===== config.mk =====
export PLATFORM = sky130hd
export DESIGN_NAME = lru_key_value_cache
export DESIGN_NICKNAME = d
export VERILOG_FILES = /design/src/lkv_pkg.sv /design/src/lkv_cell.sv /design/src/lru_key_value_cache.sv
export VERILOG_INCLUDE_DIRS = /design/src /design/src/src
export SDC_FILE = /design/constraint.sdc
export NUM_CORES = 2
export LEC_CHECK = 0
export BUFFER_PORTS_ARGS = -buffer_cell sky130_fd_sc_hd__buf_2
export CORE_ASPECT_RATIO = 1.2
export CORE_UTILIZATION = 43
export DETAILED_ROUTE_END_ITERATION = 10
export RECOVER_POWER = 100
export SYNTH_ARGS = -nofsm -noshare
export SYNTH_HDL_FRONTEND = slang
export SYNTH_HIERARCHICAL = 1
export SYNTH_SLANG_ARGS = --single-unit
export TNS_END_PERCENT = 20

===== constraint.sdc =====
create_clock -name aclk -period 7.6 [get_ports aclk]
set_clock_uncertainty 0.1 [all_clocks]
set_input_delay 0 -clock aclk [delete_from_list [all_inputs] [get_ports aclk]]
set_output_delay 0 -clock aclk [all_outputs]
set_load 0.02 [all_outputs]

===== src/lru_key_value_cache_assert.svh =====
// assertion macros for the lru key/value cache
`ifndef LRU_KEY_VALUE_CACHE_ASSERT_SVH
`define LRU_KEY_VALUE_CACHE_ASSERT_SVH

`ifndef SYNTHESIS

`define LKV_ASSERT(label, ante, cons, msg) \
    label: assert property (@(posedge aclk) disable iff (!aresetn) (ante) |-> (cons)) \
        else $error(msg);

`define LKV_ASSERT_NXT(label, ante, cons, msg) \
    label: assert property (@(posedge aclk) disable iff (!aresetn) (ante) |=> (cons)) \
        else $error(msg);

`else

`define LKV_ASSERT(label, ante, cons, msg)

`define LKV_ASSERT_NXT(label, ante, cons, msg)

`endif

`endif


===== src/lkv_pkg.sv =====
// shared types and constants for the lru key/value cache
package lkv_pkg;

    localparam int CAP_BITS  = 5;
    localparam int APB_DATA  = 32;
    localparam int APB_ADDR  = 3;

    localparam logic [CAP_BITS-1:0] CAP_RESET = 5'd16;

    localparam logic [1:0] OP_PUT    = 2'd0;
    localparam logic [1:0] OP_GET    = 2'd1;
    localparam logic [1:0] OP_REMOVE = 2'd2;

    localparam logic [2:0] RC_INSERTED    = 3'd0;
    localparam logic [2:0] RC_UPDATED     = 3'd1;
    localparam logic [2:0] RC_GET_HIT     = 3'd2;
    localparam logic [2:0] RC_GET_MISS    = 3'd3;
    localparam logic [2:0] RC_REMOVED     = 3'd4;
    localparam logic [2:0] RC_REMOVE_MISS = 3'd5;

    typedef enum logic {
        ST_IDLE,
        ST_UPDATE
    } state_t;

    typedef enum logic [1:0] {
        CELL_HOLD,
        CELL_PREV,
        CELL_NEXT,
        CELL_LOAD
    } cell_op_t;

    typedef struct packed {
        cell_op_t op;
        logic     cmp_en;
    } cell_ctrl_t;

endpackage


===== src/lkv_cell.sv =====
// one entry of the recency-ordered chain: key, data, valid and key match
module lkv_cell
    import lkv_pkg::*;
#(
    parameter int KEY_BITS  = 32,
    parameter int DATA_BITS = 32
) (
    input  logic                 aclk,
    input  logic                 aresetn,
    input  cell_ctrl_t           ctrl,
    input  logic [KEY_BITS-1:0]  cmp_key,
    input  logic [KEY_BITS-1:0]  new_key,
    input  logic [DATA_BITS-1:0] new_data,
    input  logic                 prev_valid,
    input  logic [KEY_BITS-1:0]  prev_key,
    input  logic [DATA_BITS-1:0] prev_data,
    input  logic                 next_valid,
    input  logic [KEY_BITS-1:0]  next_key,
    input  logic [DATA_BITS-1:0] next_data,
    output logic                 valid,
    output logic [KEY_BITS-1:0]  key,
    output logic [DATA_BITS-1:0] data,
    output logic                 match
);

    logic                 valid_reg, valid_next;
    logic [KEY_BITS-1:0]  key_reg, key_next;
    logic [DATA_BITS-1:0] data_reg, data_next;
    logic                 match_reg, match_next;

    always_comb begin
        valid_next = valid_reg;
        key_next   = key_reg;
        data_next  = data_reg;
        case (ctrl.op)
            CELL_HOLD: begin
            end
            CELL_PREV: begin
                valid_next = prev_valid;
                key_next   = prev_key;
                data_next  = prev_data;
            end
            CELL_NEXT: begin
                valid_next = next_valid;
                key_next   = next_key;
                data_next  = next_data;
            end
            CELL_LOAD: begin
                valid_next = 1'b1;
                key_next   = new_key;
                data_next  = new_data;
            end
            default: begin
            end
        endcase
        match_next = ctrl.cmp_en ? (valid_reg && (key_reg == cmp_key)) : match_reg;
    end

    always_ff @(posedge aclk) begin
        if (!aresetn) begin
            valid_reg <= 1'b0;
            match_reg <= 1'b0;
        end else begin
            valid_reg <= valid_next;
            match_reg <= match_next;
        end
    end

    always_ff @(posedge aclk) begin
        key_reg  <= key_next;
        data_reg <= data_next;
    end

    assign valid = valid_reg;
    assign key   = key_reg;
    assign data  = data_reg;
    assign match = match_reg;

endmodule


===== src/lru_key_value_cache.sv =====
// top level of the lru key/value cache: cell chain, sequencer, apb register
//
//  channel | ports             | handshake      | word
//  --------+-------------------+----------------+---------------------------------
//  input   | s_op/s_key/s_value| s_valid/s_ready| one operation
//  result  | m_result_code ... | m_valid/m_ready| code, read value, evicted key
//  config  | psel ... prdata   | apb, pready=1  | capacity at address 0
//
// one word at a time: the accept edge registers a key match in every cell;
// the update step then shifts the recency chain and loads the result register.
// the chain is kept in recency order, most recent in cell 0
// reset clears all valid bits at once, no clearing pass
// a full result register holds the update step until m_ready
module lru_key_value_cache
    import lkv_pkg::*;
#(
    parameter int MAX_ENTRIES = 16,
    parameter int KEY_BITS    = 32,
    parameter int DATA_BITS   = 32
) (
    input  logic                 aclk,
    input  logic                 aresetn,
    input  logic                 psel,
    input  logic                 penable,
    input  logic                 pwrite,
    input  logic [APB_ADDR-1:0]  paddr,
    input  logic [APB_DATA-1:0]  pwdata,
    output logic [APB_DATA-1:0]  prdata,
    output logic                 pready,
    input  logic                 s_valid,
    output logic                 s_ready,
    input  logic [1:0]           s_op,
    input  logic [KEY_BITS-1:0]  s_key,
    input  logic [DATA_BITS-1:0] s_value,
    output logic                 m_valid,
    input  logic                 m_ready,
    output logic [2:0]           m_result_code,
    output logic [DATA_BITS-1:0] m_read_value,
    output logic                 m_evicted_valid,
    output logic [KEY_BITS-1:0]  m_evicted_key
);

`include "lru_key_value_cache_assert.svh"

    localparam int IW = $clog2(MAX_ENTRIES);
    localparam int CW = $clog2(MAX_ENTRIES + 1);

    state_t state_reg, state_next;

    logic [CAP_BITS-1:0]  capacity_reg, capacity_next;
    logic [CW-1:0]        occ_reg, occ_next;
    logic [1:0]           op_reg;
    logic [KEY_BITS-1:0]  key_reg;
    logic [DATA_BITS-1:0] value_reg;

    logic                 m_valid_reg, m_valid_next;
    logic [2:0]           m_code_reg, m_code_next;
    logic [DATA_BITS-1:0] m_rd_reg, m_rd_next;
    logic                 m_ev_reg, m_ev_next;
    logic [KEY_BITS-1:0]  m_evk_reg, m_evk_next;

    cell_ctrl_t           ctrl [MAX_ENTRIES];
    logic [KEY_BITS-1:0]  cell_key  [MAX_ENTRIES];
    logic [DATA_BITS-1:0] cell_data [MAX_ENTRIES];
    logic [MAX_ENTRIES-1:0] valid_vec, match_vec, valid_dn, last_vec;

    logic                 accept, out_free, do_update, cfg_wr;
    logic                 is_put, is_remove, hit, evict;
    logic [IW-1:0]        s_idx;
    logic [CW-1:0]        eff_cap;
    logic [DATA_BITS-1:0] hit_data, new_data;
    logic [KEY_BITS-1:0]  last_key;

    // apb register
    assign pready = 1'b1;
    assign cfg_wr = psel && penable && pwrite && pready;
    assign prdata = (paddr[APB_ADDR-1] == 1'b0) ?
                    APB_DATA'(capacity_reg) : '0;

    always_comb begin
        capacity_next = capacity_reg;
        if (cfg_wr && (paddr[APB_ADDR-1] == 1'b0)) begin
            capacity_next = pwdata[CAP_BITS-1:0];
        end
    end

    always_comb begin
        if (capacity_reg == '0) begin
            eff_cap = CW'(1);
        end else if (32'(capacity_reg) > 32'(MAX_ENTRIES)) begin
            eff_cap = CW'(MAX_ENTRIES);
        end else begin
            eff_cap = CW'(capacity_reg);
        end
    end

    // handshake
    assign s_ready   = (state_reg == ST_IDLE);
    assign accept    = s_valid && s_ready;
    assign out_free  = !m_valid_reg || m_ready;
    assign do_update = (state_reg == ST_UPDATE) && out_free;

    always_comb begin
        state_next = state_reg;
        case (state_reg)
            ST_IDLE: begin
                if (accept) begin
                    state_next = ST_UPDATE;
                end
            end
            ST_UPDATE: begin
                if (out_free) begin
                    state_next = ST_IDLE;
                end
            end
            default: state_next = ST_IDLE;
        endcase
    end

    // cell chain
    genvar g;
    generate
        for (g = 0; g < MAX_ENTRIES; g++) begin : g_cell
            logic                 pv, nv;
            logic [KEY_BITS-1:0]  pk, nk;
            logic [DATA_BITS-1:0] pd, nd;

            if (g == 0) begin : g_first
                assign pv = 1'b0;
                assign pk = '0;
                assign pd = '0;
            end else begin : g_mid_prev
                assign pv = valid_vec[g-1];
                assign pk = cell_key[g-1];
                assign pd = cell_data[g-1];
            end

            if (g == MAX_ENTRIES - 1) begin : g_last
                assign nv = 1'b0;
                assign nk = '0;
                assign nd = '0;
            end else begin : g_mid_next
                assign nv = valid_vec[g+1];
                assign nk = cell_key[g+1];
                assign nd = cell_data[g+1];
            end

            lkv_cell #(
                .KEY_BITS  (KEY_BITS),
                .DATA_BITS (DATA_BITS)
            ) u_cell (
                .aclk       (aclk),
                .aresetn    (aresetn),
                .ctrl       (ctrl[g]),
                .cmp_key    (s_key),
                .new_key    (key_reg),
                .new_data   (new_data),
                .prev_valid (pv),
                .prev_key   (pk),
                .prev_data  (pd),
                .next_valid (nv),
                .next_key   (nk),
                .next_data  (nd),
                .valid      (valid_vec[g]),
                .key        (cell_key[g]),
                .data       (cell_data[g]),
                .match      (match_vec[g])
            );
        end
    endgenerate

    assign valid_dn = valid_vec << 1;
    assign last_vec = valid_vec & ~(valid_vec >> 1);

    // hit position, hit data and least recent key
    always_comb begin
        s_idx    = '0;
        hit_data = '0;
        last_key = '0;
        for (int i = 0; i < MAX_ENTRIES; i++) begin
            if (match_vec[i]) begin
                s_idx    = s_idx | IW'(i);
                hit_data = hit_data | cell_data[i];
            end
            if (last_vec[i]) begin
                last_key = last_key | cell_key[i];
            end
        end
    end

    always_comb begin
        is_put    = 1'b0;
        is_remove = 1'b0;
        case (op_reg)
            OP_PUT:    is_put = 1'b1;
            OP_REMOVE: is_remove = 1'b1;
            default: begin
            end
        endcase
    end

    assign hit      = |match_vec;
    assign evict    = is_put && !hit && (occ_reg >= eff_cap);
    assign new_data = is_put ? value_reg : hit_data;

    always_comb begin
        for (int i = 0; i < MAX_ENTRIES; i++) begin
            ctrl[i].cmp_en = accept;
            ctrl[i].op     = CELL_HOLD;
            if (do_update) begin
                if (is_remove) begin
                    if (hit && (IW'(i) >= s_idx)) begin
                        ctrl[i].op = CELL_NEXT;
                    end
                end else if (hit) begin
                    if (i == 0) begin
                        ctrl[i].op = CELL_LOAD;
                    end else if (IW'(i) <= s_idx) begin
                        ctrl[i].op = CELL_PREV;
                    end
                end else if (is_put) begin
                    if (i == 0) begin
                        ctrl[i].op = CELL_LOAD;
                    end else if (evict ? valid_vec[i] : valid_dn[i]) begin
                        ctrl[i].op = CELL_PREV;
                    end
                end
            end
        end
    end

    // occupancy and result register
    always_comb begin
        occ_next     = occ_reg;
        m_valid_next = m_valid_reg;
        m_code_next  = m_code_reg;
        m_rd_next    = m_rd_reg;
        m_ev_next    = m_ev_reg;
        m_evk_next   = m_evk_reg;
        if (m_ready) begin
            m_valid_next = 1'b0;
        end
        if (do_update) begin
            m_valid_next = 1'b1;
            m_rd_next    = '0;
            m_ev_next    = evict;
            m_evk_next   = evict ? last_key : '0;
            if (is_put) begin
                m_code_next = hit ? RC_UPDATED : RC_INSERTED;
                if (!hit && !evict) begin
                    occ_next = occ_reg + CW'(1);
                end
            end else if (is_remove) begin
                m_code_next = hit ? RC_REMOVED : RC_REMOVE_MISS;
                if (hit) begin
                    occ_next = occ_reg - CW'(1);
                end
            end else begin
                m_code_next = hit ? RC_GET_HIT : RC_GET_MISS;
                m_rd_next   = hit ? hit_data : '0;
            end
        end
    end

    always_ff @(posedge aclk) begin
        if (!aresetn) begin
            state_reg    <= ST_IDLE;
            capacity_reg <= CAP_RESET;
            occ_reg      <= '0;
            m_valid_reg  <= 1'b0;
        end else begin
            state_reg    <= state_next;
            capacity_reg <= capacity_next;
            occ_reg      <= occ_next;
            m_valid_reg  <= m_valid_next;
        end
    end

    always_ff @(posedge aclk) begin
        if (accept) begin
            op_reg    <= s_op;
            key_reg   <= s_key;
            value_reg <= s_value;
        end
        m_code_reg <= m_code_next;
        m_rd_reg   <= m_rd_next;
        m_ev_reg   <= m_ev_next;
        m_evk_reg  <= m_evk_next;
    end

    assign m_valid         = m_valid_reg;
    assign m_result_code   = m_code_reg;
    assign m_read_value    = m_rd_reg;
    assign m_evicted_valid = m_ev_reg;
    assign m_evicted_key   = m_evk_reg;

    `LKV_ASSERT(a_match_unique, 1'b1, $onehot0(match_vec), "key matched in two cells")
    `LKV_ASSERT(a_chain_packed, 1'b1, ((valid_vec & (valid_vec + 1'b1)) == '0), "gap in chain")
    `LKV_ASSERT(a_occ_count, 1'b1, (32'(occ_reg) == $countones(valid_vec)), "occupancy drift")
    `LKV_ASSERT_NXT(a_accept_update, accept, (state_reg == ST_UPDATE), "no update after accept")
    `LKV_ASSERT_NXT(a_update_result, do_update, m_valid, "update gave no result")

endmodule


==> flow_metrics.env <==
export IMPL_initial_core_util=0.434
export IMPL_peakVddDrop_v=0.000166
export IMPL_postSynth_asyncResetShare=0
export IMPL_fin_setup_tns_ps=0
export IMPL_port_buffers=153
export IMPL_synth_edff_count=1158
export IMPL_clk_latency_ps=820
export IMPL_final_nets=6903
export IMPL_synth_most_common_cell="edfxtp_1"
export IMPL_synth_top_area_cell="edfxtp_1"
export IMPL_path_clk_slew_ps=60
export IMPL_grtUsageTotal=0.346
export IMPL_synth_yosys_seq_area_share=0.497
export IMPL_cp_required_ps=8020
export IMPL_r2r_cells=12
export IMPL_cp_cell_sequence="nor4_4, nand4_1, clkinvlp_2, ha_1, nand3_1, inv_1, nand4_1, a31oi_4, buf_4, clkbuf_2, mux2i_1, a21oi_1"
export IMPL_grt_pass1_wl_mm=420
export IMPL_arrival_ps=7400
export IMPL_netlist_area_um2=71700
export IMPL_hold_viol=0
export IMPL_setup_viol=0
export IMPL_max_freq_mhz=143
export IMPL_fin_crit_ps=6980
export IMPL_grt_max_degree=131
export IMPL_vias=59700
export IMPL_relSlewSlack=-1.89
export IMPL_crit_family="buffers and inverters"
export IMPL_path_class="reg -> reg"
export IMPL_critPathLaunchType="flop"
export IMPL_clkPwrFrac=0.452
export IMPL_cp_buffers_inverters=4
export IMPL_numCtsBuffers=137
export IMPL_status="complete, but fails checks"
export IMPL_r2r_end="g_cell[13].u_cell/key[25]"
export IMPL_violations="capacitance limit, slew limit"
export IMPL_die_w_um=375
export IMPL_synth_seq_cells=1202
export IMPL_synthCells=6620
export IMPL_p_per_area_nw_per_um2=185
export IMPL_worstHoldStart="pwrite"
export IMPL_ys_warnings_count=6
export IMPL_p_leak_nw=23.6
export IMPL_clk_path_buf_depth=3
export IMPL_grt_remaining_overflow=0
export IMPL_regToRegSetupSlack_ps=620
export IMPL_globalplace_congestion=0.982
export IMPL_worst_path_stages=12
export IMPL_fin_area_um2=78800
export IMPL_area_growth_syn_to_layout_pct=9.96
export IMPL_end_kind="flop"
export IMPL_ys_top_cells_by_area="edfxtp_1 49%, mux2i_1 15%, a21oi_1 7.5%"
export IMPL_avgSynthCellArea_um2=10.8
export IMPL_num_rows=163
export IMPL_crit_top_cell="nand4_1"
export IMPL_ant_nets=0
export IMPL_drive_gt1_frac=0.0600
export IMPL_cp_slowest_cell="clkbuf_2"
export IMPL_hp_class="in -> reg"
export IMPL_synthTopCellsByCount="1158 x edfxtp_1, 1147 x nor2_1, 1073 x a21oi_1"
export IMPL_p_int_mw=11.1
export IMPL_routed_wl_mm=300
export IMPL_antenna_found_initial=11
export IMPL_grt_pass1_vias=56800
export IMPL_hpwlAfterDp_mm=168
export IMPL_yosys_area_top_type_share=0.485
export IMPL_cpPeakStageDelay_ps=1280
export IMPL_rr_startpoint="g_cell[5].u_cell/match"
export IMPL_drc=0
export IMPL_drv_slew=1576
export IMPL_root_buffer="clkbuf_16"
export IMPL_p_comb_frac=0.044
export IMPL_fp_dieArea_um2=168000
export IMPL_synth_flop_cell="edfxtp_1"
export IMPL_die_y_um=449
export IMPL_cts_resized=0
export IMPL_htree_num_levels=4
export IMPL_cts_tree="yes"
export IMPL_p_seq_frac=0.503
export IMPL_max_cap_violations=48
export IMPL_tightest_slew_ps=4340
export IMPL_synth_distinct_cells=58
export IMPL_avgRoutedWirePerCell_um=33.2
export IMPL_dpl_instance_area_um2=73900
export IMPL_holdPathEnd="capacity_reg[2]"
export IMPL_switching_share=0.237
export IMPL_post_cts_buffers=0
export IMPL_p_sw_mw=3.45
export IMPL_drt_initial_drc_count=8800
export IMPL_cts_num_sinks=1202
export IMPL_rsz0062_at_grt="false"
export IMPL_worstPathMaxFanout=39
export IMPL_period_share=0.918
export IMPL_whs_path_depth=5
export IMPL_drt_first_pass_iters=9
export IMPL_core_um2=165000
export IMPL_io_pins=211
export IMPL_via_per_inst=6.60
per-stage QoR:
step	util	total power, mW	setup WS, ps	std cells	hold slack (ps)
final	0.478	14.6	622	9036	243
after global routing	0.478	14.9	666	9036	276
after CTS	0.481	14.6	1570	9033	88.2
after detailed placement	0.448	8.05	1600	8668	78.1
after global placement	0.448	8.05	1690	8668	76.8
after floorplan	-	7.79	2590	6776	-38.1
per-layer routing:
metal	up-vias	share of wire	routed length [um]	GRT usage
li1	25000	-	-	-
met1	28900	0.37	110000	0.445
met2	4583	0.44	132000	0.531
met3	1208	0.12	36300	0.0776
met4	6	0.072	21600	0.205
met5	-	0.00015	46	0
power by group through the flow:
stage / registers (mW) / clock network (mW) / logic, mW
floorplan: 7.45 / 0 / 0.335
global placement: 7.46 / 0 / 0.583
detailed placement: 7.46 / 0 / 0.589
CTS: 7.32 / 6.65 / 0.641
global route: 7.34 / 6.88 / 0.685
finish: 7.33 / 6.59 / 0.647
placed cells by master, fill, tap and decap left out, types with 28 or more instances in the layout:
cell / Yosys / routed
clkbuf_16: 0 / 139
xor2_1: 48 / 48
a21oi_1: 1073 / 1068
edfxtp_1: 1158 / 1158
mux2i_1: 1047 / 1047
nand3_1: 109 / 110
clkinv_1: 1 / 34
conb_1: 2 / 158
a221oi_1: 145 / 145
xnor2_1: 467 / 467
buf_4: 93 / 80
nor4_1: 35 / 34
o21ai_0: 46 / 46
a22o_1: 145 / 145
nor2_1: 1147 / 1143
clkbuf_1: 143 / 154
nand2_1: 36 / 35
and3_1: 29 / 29
dlygate4sd3_1: 0 / 122
a22oi_1: 223 / 223
buf_2: 201 / 45
a31oi_1: 37 / 32
dfxtp_1: 44 / 28
nand4_1: 140 / 141
final cells by class:
| class | instances | area (um2) |
|---|---|---|
| fillers | 15400 | 86200 |
| inverters | 12 | 62.6 |
| flip-flops and latches | 1202 | 35700 |
| clock buffers | 170 | 3620 |
| diodes | 3 | 7.51 |
| well taps | 2145 | 2680 |
| multi-input cells | 5028 | 33300 |
| repair buffers | 403 | 2810 |
| clock inverters | 73 | 649 |
worst max-delay path by stage:
| stage | start | end |
|---|---|---|
| 3_3_place_gp | op_reg[1] | g_cell[15].u_cell/valid |
| 3_5_place_dp | op_reg[1] | g_cell[15].u_cell/valid |
| 4_1_cts | op_reg[1] | g_cell[15].u_cell/valid |
| 5_1_grt | m_ready | g_cell[10].u_cell/data[15] |
| 2_1_floorplan | state_reg | g_cell[0].u_cell/match |
| 6_report | g_cell[5].u_cell/match | g_cell[13].u_cell/key[25] |
cell families after synthesis:
| family | after synthesis | synth area share |
|---|---|---|
| fa+ha+maj | 11 | 0.00202 |
| simple gates | 1610 | 0.0985 |
| buf+inv | 546 | 0.0505 |
| mux | 1049 | 0.147 |
| compound gates | 1685 | 0.142 |
| other cells | 2 | 0.000105 |
| xor+xnor | 515 | 0.0629 |
| flops | 1202 | 0.497 |
repair_timing:
item,in CTS,in global routing
hold buffers,122,0
endpoints found under the hold margin,141,0
setup endpoints to repair,0,0
worst reg2reg max path: cells and delay by family (launching register included):
| kind | cells | cell delay (ps) |
|---|---|---|
| fa+ha+maj | 1 | 460 |
| simple gates | 4 | 1620 |
| buf+inv | 4 | 3500 |
| compound gates | 2 | 340 |
| mux | 1 | 330 |
| flops | 1 | 330 |
Power figures use the tool's default switching activity.
